**src/sv/rfq_pkg.sv**
```systemverilog
// Shared constants and types for the reversible FIFO queue.
package rfq_pkg;

    localparam int DEPTH   = 16;
    localparam int IDX_W   = $clog2(DEPTH);
    localparam int CNT_W   = $clog2(DEPTH + 1);
    localparam int DATA_W  = 32;
    localparam int COUNT_W = 5;

    localparam logic [1:0] REQ_ENQ   = 2'd0;
    localparam logic [1:0] REQ_DEQ   = 2'd1;
    localparam logic [1:0] REQ_REV   = 2'd2;
    localparam logic [1:0] REQ_QUERY = 2'd3;

    typedef struct packed {
        logic                     en;
        logic [IDX_W-1:0]         addr;
        logic signed [DATA_W-1:0] data;
    } wr_t;

    typedef struct packed {
        logic             en;
        logic [IDX_W-1:0] addr;
    } rd_t;

endpackage

```
**src/sv/rfq_ifs.sv**
```systemverilog
// Request and response channel interfaces of the reversible FIFO queue.
interface rfq_req_if;
    logic                                     valid;
    logic                                     ready;
    logic [1:0]                               req_type;
    logic signed [rfq_pkg::DATA_W-1:0]        value;

    modport source (output valid, output req_type, output value, input ready);
    modport sink   (input valid, input req_type, input value, output ready);
endinterface

interface rfq_rsp_if;
    logic                                     valid;
    logic                                     ready;
    logic                                     ok;
    logic signed [rfq_pkg::DATA_W-1:0]        front_value;
    logic                                     is_empty;
    logic [rfq_pkg::COUNT_W-1:0]              count;

    modport source (output valid, output ok, output front_value, output is_empty,
                    output count, input ready);
    modport sink   (input valid, input ok, input front_value, input is_empty,
                    input count, output ready);
endinterface

```
**src/sv/reversible_fifo_queue_unit.sv**
```systemverilog
// Bounded queue of signed 32-bit values with constant-time reversal. Each request
// (enqueue, dequeue, reverse, query) gives one response carrying ok, the front
// value, an empty flag and the count after the request. Pointer state updates as
// the request is taken; the front value is read from the ring store over its
// single registered read port and moves with the pending result into the output
// register; with the response taken promptly, one request is accepted per cycle.
module reversible_fifo_queue_unit (
    input  logic      clk,
    input  logic      rst_n,
    rfq_req_if.sink   req,
    rfq_rsp_if.source rsp
);

    localparam int IDX_W = rfq_pkg::IDX_W;
    localparam int CNT_W = rfq_pkg::CNT_W;
    localparam logic [IDX_W:0]   DEPTH_X = (IDX_W + 1)'(rfq_pkg::DEPTH);
    localparam logic [CNT_W-1:0] FULL_C  = CNT_W'(rfq_pkg::DEPTH);

    // physical slot of the element off places from the front
    function automatic logic [IDX_W-1:0] slot_of(input logic [IDX_W-1:0] front,
                                                 input logic [IDX_W-1:0] off,
                                                 input logic             dir);
        logic [IDX_W:0] s;
        begin
            if (!dir)
            begin
                s = {1'b0, front} + {1'b0, off};
                if (s >= DEPTH_X)
                begin
                    s = s - DEPTH_X;
                end
            end
            else if (front >= off)
            begin
                s = {1'b0, front} - {1'b0, off};
            end
            else
            begin
                s = {1'b0, front} + DEPTH_X - {1'b0, off};
            end
            return s[IDX_W-1:0];
        end
    endfunction

    logic [IDX_W-1:0] front_reg, front_next;
    logic [CNT_W-1:0] cnt_reg, cnt_next;
    logic             dir_reg, dir_next;

    logic             pend_reg;
    logic             pend_ok_reg, pend_ok_next;
    logic             pend_empty_reg;
    logic [CNT_W-1:0] pend_cnt_reg;

    logic                               out_valid_reg;
    logic                               out_ok_reg;
    logic signed [rfq_pkg::DATA_W-1:0]  out_front_reg;
    logic                               out_empty_reg;
    logic [rfq_pkg::COUNT_W-1:0]        out_count_reg;

    logic             out_load, accept;
    logic [CNT_W-1:0] cnt_m1;
    rfq_pkg::wr_t     wr;
    rfq_pkg::rd_t     rd;
    logic signed [rfq_pkg::DATA_W-1:0] rd_data;

    assign out_load  = pend_reg && (!out_valid_reg || rsp.ready);
    assign req.ready = !pend_reg || out_load;
    assign accept    = req.valid && req.ready;
    assign cnt_m1    = cnt_reg - CNT_W'(1);

    always_comb
    begin
        front_next   = front_reg;
        cnt_next     = cnt_reg;
        dir_next     = dir_reg;
        pend_ok_next = 1'b1;
        wr.en        = 1'b0;
        wr.addr      = slot_of(front_reg, cnt_reg[IDX_W-1:0], dir_reg);
        wr.data      = req.value;
        case (req.req_type)
            rfq_pkg::REQ_ENQ:
            begin
                if (cnt_reg == FULL_C)
                begin
                    pend_ok_next = 1'b0;
                end
                else
                begin
                    wr.en    = accept;
                    cnt_next = cnt_reg + CNT_W'(1);
                end
            end
            rfq_pkg::REQ_DEQ:
            begin
                if (cnt_reg == '0)
                begin
                    pend_ok_next = 1'b0;
                end
                else
                begin
                    front_next = slot_of(front_reg, IDX_W'(1), dir_reg);
                    cnt_next   = cnt_m1;
                end
            end
            rfq_pkg::REQ_REV:
            begin
                if (cnt_reg != '0)
                begin
                    front_next = slot_of(front_reg, cnt_m1[IDX_W-1:0], dir_reg);
                end
                dir_next = !dir_reg;
            end
            default:
            begin
                // query: state unchanged
            end
        endcase
        rd.en   = accept;
        rd.addr = front_next;
    end

    rfq_store u_store (
        .clk     (clk),
        .wr      (wr),
        .rd      (rd),
        .rd_data (rd_data)
    );

    always_ff @(posedge clk or negedge rst_n)
    begin
        if (!rst_n)
        begin
            front_reg     <= '0;
            cnt_reg       <= '0;
            dir_reg       <= 1'b0;
            pend_reg      <= 1'b0;
            out_valid_reg <= 1'b0;
        end
        else
        begin
            if (accept)
            begin
                front_reg <= front_next;
                cnt_reg   <= cnt_next;
                dir_reg   <= dir_next;
            end
            if (accept)
            begin
                pend_reg <= 1'b1;
            end
            else if (out_load)
            begin
                pend_reg <= 1'b0;
            end
            if (out_load)
            begin
                out_valid_reg <= 1'b1;
            end
            else if (rsp.ready)
            begin
                out_valid_reg <= 1'b0;
            end
        end
    end

    always_ff @(posedge clk)
    begin
        if (accept)
        begin
            pend_ok_reg    <= pend_ok_next;
            pend_empty_reg <= (cnt_next == '0);
            pend_cnt_reg   <= cnt_next;
        end
        if (out_load)
        begin
            out_ok_reg    <= pend_ok_reg;
            out_front_reg <= pend_empty_reg ? '0 : rd_data;
            out_empty_reg <= pend_empty_reg;
            out_count_reg <= rfq_pkg::COUNT_W'(pend_cnt_reg);
        end
    end

    assign rsp.valid       = out_valid_reg;
    assign rsp.ok          = out_ok_reg;
    assign rsp.front_value = out_front_reg;
    assign rsp.is_empty    = out_empty_reg;
    assign rsp.count       = out_count_reg;

endmodule

```
**src/sv/rfq_store.sv**
```systemverilog
// Ring store: one write and one registered read per cycle, write-through on a clash.
module rfq_store (
    input  logic                               clk,
    input  rfq_pkg::wr_t                       wr,
    input  rfq_pkg::rd_t                       rd,
    output logic signed [rfq_pkg::DATA_W-1:0]  rd_data
);

    logic signed [rfq_pkg::DATA_W-1:0] mem [rfq_pkg::DEPTH];
    logic signed [rfq_pkg::DATA_W-1:0] rd_data_reg;

    always_ff @(posedge clk)
    begin
        if (wr.en)
        begin
            mem[wr.addr] <= wr.data;
        end
    end

    // a read of the slot being written returns the new item
    always_ff @(posedge clk)
    begin
        if (rd.en)
        begin
            if (wr.en && (wr.addr == rd.addr))
            begin
                rd_data_reg <= wr.data;
            end
            else
            begin
                rd_data_reg <= mem[rd.addr];
            end
        end
    end

    assign rd_data = rd_data_reg;

endmodule
```
**src/flat_wrapper.sv**
```systemverilog
// flat-port wrapper written by rule: the top's interface ports become plain ports
module reversible_fifo_queue_unit_flat 
  (clk, rst_n, req_valid, req_req_type, req_value, req_ready, rsp_valid, rsp_ok, rsp_front_value, rsp_is_empty, rsp_count, rsp_ready);
  rfq_req_if req_i ();
  rfq_rsp_if rsp_i ();
  input  logic clk;
  input  logic rst_n;
  input wire logic [$bits(req_i.valid)-1:0] req_valid;
  input wire logic [$bits(req_i.req_type)-1:0] req_req_type;
  input wire logic [$bits(req_i.value)-1:0] req_value;
  output wire logic [$bits(req_i.ready)-1:0] req_ready;
  output wire logic [$bits(rsp_i.valid)-1:0] rsp_valid;
  output wire logic [$bits(rsp_i.ok)-1:0] rsp_ok;
  output wire logic [$bits(rsp_i.front_value)-1:0] rsp_front_value;
  output wire logic [$bits(rsp_i.is_empty)-1:0] rsp_is_empty;
  output wire logic [$bits(rsp_i.count)-1:0] rsp_count;
  input wire logic [$bits(rsp_i.ready)-1:0] rsp_ready;
  assign req_i.valid = req_valid;
  assign req_i.req_type = req_req_type;
  assign req_i.value = req_value;
  assign req_ready = req_i.ready;
  assign rsp_valid = rsp_i.valid;
  assign rsp_ok = rsp_i.ok;
  assign rsp_front_value = rsp_i.front_value;
  assign rsp_is_empty = rsp_i.is_empty;
  assign rsp_count = rsp_i.count;
  assign rsp_i.ready = rsp_ready;
  reversible_fifo_queue_unit u_core (.clk(clk), .rst_n(rst_n), .req(req_i), .rsp(rsp_i));
endmodule
```
**config.mk**
```make
export PLATFORM = sky130hd
export DESIGN_NAME = reversible_fifo_queue_unit_flat
export DESIGN_NICKNAME = d
export VERILOG_FILES = /design/src/sv/rfq_pkg.sv /design/src/sv/rfq_ifs.sv /design/src/sv/reversible_fifo_queue_unit.sv /design/src/sv/rfq_store.sv /design/src/flat_wrapper.sv
export SDC_FILE = /design/constraint.sdc
export NUM_CORES = 1
export LEC_CHECK = 0
export BUFFER_PORTS_ARGS = -buffer_cell sky130_fd_sc_hd__buf_2
export CORE_UTILIZATION = 37
export DETAILED_ROUTE_END_ITERATION = 10
export PLACE_DENSITY = 0.63
export SLEW_MARGIN = 20
export SYNTH_ARGS = -nofsm -noshare
export SYNTH_HDL_FRONTEND = slang
export SYNTH_SLANG_ARGS = --single-unit
```
**constraint.sdc**
```tcl
create_clock -name clk -period 5.2 [get_ports clk]
set_clock_uncertainty 0.15 [all_clocks]
set_input_delay 0.26 -clock clk [delete_from_list [all_inputs] [get_ports clk]]
set_output_delay 0.26 -clock clk [all_outputs]
set_load 0.01 [all_outputs]
```
### Yosys cells after proc, flatten, opt, wreduce, memory -nomap -nowiden

Memory sizes are Yosys's and may differ from the RTL's. A register that Yosys moved wholly into a read port is not among the register bits.
Cells that the tools add are included.

| storage, ports and cells | value |
|---|---|
| output and inout port bits | 41 |
| memory bits (writable) | 512 |
| bits in registers | 58 |
| bits of input ports | 38 |
| logic and storage cells | 77 |
| memories kept | 1 |

| operators by class | value |
|---|---|
| equal/unequal tests | 3 |
| reduce and logical (&&, ||, !) cells | 14 |
| multiplexer cells | 26 |
| $add $sub $neg | 15 |
| order comparisons | 6 |

Memories:

| name | words | bits a word | rd ports | clocked after Yosys merged registers in | wr ports | line | text |
|---|---|---|---|---|---|---|---|
| u_core.u_store.mem | 16 | 32 | 1 | 1 | 1 | rfq_store.sv:9 | `logic signed [rfq_pkg::DATA_W-1:0] mem [rfq_pkg::DEPTH];` |

Operators by type and width:

| operator | number |
|---|---|
| $mux 4 | 11 |
| $sub 4x1->4 const B | 5 |
| $sub 4x4->4 | 4 |
| $ge 5x5->1 const B | 3 |
| $add 4x4->5 | 2 |
| $logic_not 5->1 | 2 |
| $mux 1 | 10 |
| $mux 5 | 2 |
| $pmux 5 s2 | 1 |
| $ge 4x4->1 | 2 |
| $pmux 4 s2 | 1 |
| $add 4x1->5 const B | 1 |
| $add 5x1->5 const B | 1 |
| $eq 5x5->1 const B | 1 |
| $reduce_bool 5->1 | 1 |
| $sub 5x1->5 const B | 1 |
| $add 4x1->4 const B | 1 |
| $ge 4x1->1 const B | 1 |
| $reduce_bool 2->1 | 2 |
| $logic_not 1->1 | 3 |
| $eq 2x1->1 const B | 1 |
| $eq 2x2->1 const B | 1 |
| $logic_and 1x1->1 | 2 |
| $logic_not 2->1 | 1 |
| other kinds (3) | 4 |

### Logic depth before layout (Yosys ltp)

| depth | value |
|---|---|
| depth after elaboration | 9 |
| depth in mapped cells | 14 |
| gate-level depth less buffers | 13 |

### Hierarchy

From an unflattened synthesis, not the netlist that was laid out.

| unflattened totals | value |
|---|---|
| cell total of the unflattened synthesis | 1126 |
| area, all modules | 23596.4 um^2 |

By module, submodules not included:

| module | area each (um^2) | instances | sequential area each (um^2) | cells each |
|---|---|---|---|---|
| rfq_store | 20576.0 | 1 | 16335.7 | 879 |
| reversible_fifo_queue_unit | 3020.4 | 1 | 1681.6 | 247 |

### Worst setup path after synthesis

No wires, ideal clock.

| timing | value |
|---|---|
| path kind | reg-to-reg |
| start point | reg u_core.cnt_reg[0] |
| end point | mem u_core.u_store.mem[10][0] (netlist bit), enable pin |
| arrival | 3.456 ns |
| setup slack | 1.173 ns |
| clock period less this slack | 4.027 ns |
| required time | 4.629 ns |
| buffers on the path | 0 |
| library setup time | 0.421 ns |
| cell stages (with the launch flop) | 10 |
| path through | dfrtp_1 -> inv_1 -> ha_1 -> mux2i_1 -> ha_1 -> a21o_1 -> a21o_1 -> xnor2_1 -> nand2_1 -> nor2_1 |

| on the way | value |
|---|---|
| cells in the longest elaborated chain, start to end | 5 |
| elaborated cells on any way between the ends | 14 |
| those cells by class | add/sub (4); order compare (2); eq/ne (1); mux (7) |

Ends and longest elaborated chain:

| what | line | text |
|---|---|---|
| start, declared | reversible_fifo_queue_unit.sv:46 | `logic [CNT_W-1:0] cnt_reg, cnt_next;` |
| start signal, assigned | reversible_fifo_queue_unit.sv:144 | `cnt_reg <= cnt_next;` |
| parallel branches: the longest is 5 deep, another holds $add 4x4->5 | -- |  |
| end, declared | rfq_store.sv:9 |  |

Parallel ways; which one is timed is not known.

### Worst setup path after layout

| timing | value |
|---|---|
| start point | reg u_core.cnt_reg[0] |
| end point | reg u_core.u_store.rd_data_reg, in the netlist u_core.u_store.rd_data[13] (read register of u_core.u_store.mem), data pin |

| on the way | value |
|---|---|
| cells in the longest elaborated chain, start to end | 7 |
| elaborated cells on any way between the ends | 15 |
| those cells by class | add/sub (5); order compare (2); mux (6); reduce/logical (2) |

Ends and longest elaborated chain:

| what | line | text |
|---|---|---|
| $sub 5x1->5 | reversible_fifo_queue_unit.sv:69 | `assign cnt_m1 = cnt_reg - CNT_W'(1);` |
| $add 4x4->5 | reversible_fifo_queue_unit.sv:27 | `s = {1'b0, front} + {1'b0, off};` |
| $sub 4x1->4 or $ge 5x5->1 (tied branches) | reversible_fifo_queue_unit.sv:30, reversible_fifo_queue_unit.sv:28 |  |
| $mux 4 | reversible_fifo_queue_unit.sv:28 | `if (s >= DEPTH_X)` |
| $mux 4 | reversible_fifo_queue_unit.sv:25 | `if (!dir)` |
| $mux 4 | reversible_fifo_queue_unit.sv:107 | `if (cnt_reg != '0)` |
| $pmux 4 s2 * | reversible_fifo_queue_unit.sv:80 | `case (req.req_type)` |
| end, declared | rfq_store.sv:10 | `logic signed [rfq_pkg::DATA_W-1:0] rd_data_reg;` |

Mark *: on every way between the ends. The rest lies on a longest branch, timed or not.
A chain may end at the register's enable or synchronous reset.

==> reports/summary.txt <==
Worst Max-Slew Pin Slew - 0.862 ns
CP startpoint kind - flop
max reg flops - 512
Reg area - 0.0180 sq mm
Synth Instances - 1,350
Clock Path Buffers - 3
pwr/cell area - 585 mW/mm^2
clk root buf - clkbuf_16
Peak VDD IR - 556 uV
async set or reset register ratio after synthesis - 0.0199
area of the multi-input gates - 0.00606 sq mm
syn nets - 1,405
largest family of logic cells by synthesized area - multiplexers
gr ovfl total - 0
Mapped Avg Cell Area - 18.0 sq um
portion of netlist area occupied by mux cells - 0.148
drt total wl - 54,600 microns
DRC viols - 0
Nets - 1,550
required time of the worst setup path - 5.42 ns
crit share post-route - 0.891
total of max-cap violations - 0
pin count of the biggest net entering global routing - 65
DRT iter0 DRCs - 953
largest fanout on the critical path - 32
post-synthesis adder-cell area fraction - 0.00967
synth unique cells - 49
Fin Setup TNS - 0 ns
vias in the first global route - 13,000
Core Box Area - 0.0647 sq mm
Tot GR Track Use - 0.164
drt via density - 5.24
final worst setup slack - 0.567 ns
final setup fails - 0
# IOs - 79
Inserted Clock Buffers - 60
antenna cells - 0
FF-to-FF setup slack - 0.57 ns
Rel. slew slack - 0.425
RD Place Congestion - 0.772
Layout area overhead - 16.3%
router iterations before antenna repair - 5
Synth Register Bits - 602
Slew Viols, Final - 0
Top FF cell, synth - edfxtp_1
Fin. Hold Viols - 0
largest cells by area after synthesis - edfxtp_1 73%, mux2i_1 5.4%, mux2_1 4.5%
HP Class - primary input to flop
largest area contributor in the netlist - edfxtp_1
number of synthesized flops with an enable pin - 590
minimum clock period - 4.63 ns
first-pass GRT wire length - 82,100 microns
Synth top area share - 0.728
layout cell share with drive strength beyond 1 - 0.204
Routed WL per cell - 22.8 microns
Netlist Area Pre-Place - 0.0243 sq mm
Place WS - 0.618 ns
Clock Sinks - 602
Synth warnings - 0
H-tree levels - 2
CTS tree - yes
initial antenna violation count - 2
die width - 258 microns
RSZ-0062 raised after global routing - false
initial core utilization - 0.376
clock-pin slew on the worst setup and hold paths - 0.06 ns
Routed Antenna Nets - 0
via count - 12,600
sequential-to-total area share from yosys stat - 0.741
xor/xnor share of the synthesized area - 0.00792
Fillers - 5,637
WS Path Type - flop to flop
CP endpoint kind - flop
compound-cell area share of the yosys netlist - 0.0506
Pleak - 0.00995 uW
worst skew pair latency - 0.63 ns
WP data arrival - 4.86 ns
chip height - 258 microns
die area - 0.0668 sq mm
Final HPWL DP - 29,800 microns
status - completed
Post-Synth Simple-Gate Area - 0.0273
Rows - 93
FMAX - 216 MHz
PortBufs - 78
per-layer routing:
layer	GRT usage	vias up	wire length (microns)
li1	-	5688	-
met1	0.228	6468	24500
met2	0.268	310	26200
met3	0.0260	86	2820
met4	0.0460	4	1040
met5	0	-	23
kinds of logic (layout without fill, tap and decap cells):
kind of cell / count (synthesis) / after routing
simple gates: 133 / 133
fa+ha+maj: 17 / 17
mux: 323 / 323
buf+inv: 84 / 275
flops: 602 / 602
compound gates: 169 / 169
xor+xnor: 22 / 22
metrics by stage:
stage               power, uW  utilization  hold WS, ns  area (sq um)  instances
finish                  16600        0.437       0.0906         28300       2396
global placement        12500        0.404       0.0293         26100       2251
floorplan               10700            -       -0.186         24300       1350
detailed placement      12600        0.404       0.0435         26100       2251
CTS                     16700        0.437       0.0560         28300       2396
global route            17300        0.437        0.123         28300       2396
timing repair:
item,CTS,global route
hold buffers,37,0
resized for setup,0,0
buffers inserted,0,0
setup endpoints to repair,0,0
hold endpoints to repair,536,0
area by class of cell:
cell class	instances	share of cell area
repair buffers	154	0.0456
clock inverters	30	0.00791
clock buffers	78	0.0561
well taps	855	0.0378
inverters	13	0.00172
multi-input cells	664	0.214
flip-flops and latches	602	0.637
layout by cell type (no fill, tap or decap), drive strengths merged, types with 16 or more instances in the layout:
cell type and count:
clkbuf 78, mux2i 132, clkinv 24, dlygate4sd3 37
nand2 44, xnor2 17, o22ai 64, buf 117
nor2 33, a221oi 62, edfxtp 590, mux2 191
nor2b 33, inv 16
worst paths after layout:
kind,start,cells past startpoint,endpoint
max in group asynchronous,rst_n,3,u_core.dir_reg
worst min register to register,u_core.pend_ok_reg,0,u_core.rsp.ok
worst min-delay path,req_req_type[1],4,u_core.dir_reg
worst max-delay path,u_core.cnt_reg[0],13,u_core.u_store.rd_data[13]
worst max register to register,u_core.cnt_reg[0],13,u_core.u_store.rd_data[13]
min in group asynchronous,rst_n,3,u_core.pend_reg
critical path: stages, from the launching register on:
cell,delay (ns)
dfrtp_1,0.52
inv_1,0.13
ha_1,0.28
xor2_1,0.30
xnor2_1,0.12
ha_1,0.31
xnor2_1,0.17
a22oi_1,0.13
o2bb2ai_1,0.66
xnor2_1,0.17
nor4_2,0.33
nand2_1,0.08
mux2_4,0.57
mux2_4,0.41
Yosys cell counts (all sizes together) (4+ instances only):
cell and n:
o22ai 64, nor2b 33, mux2i 132, a221oi 62
xor2 5, nand2 44, nand3 4, clkbuf 42
dfrtp 12, inv 12, a22oi 5, buf 29
edfxtp 590, xnor2 17, a21oi 7, o21ai 14
a21o 5, nand2b 4, mux2 191, ha 14
nor2 33
power breakdown:
group	internal, uW	switching, uW
registers	6110	228
logic	2760	3420
clock network	2240	1790
(Power assumes the default switching activity.)
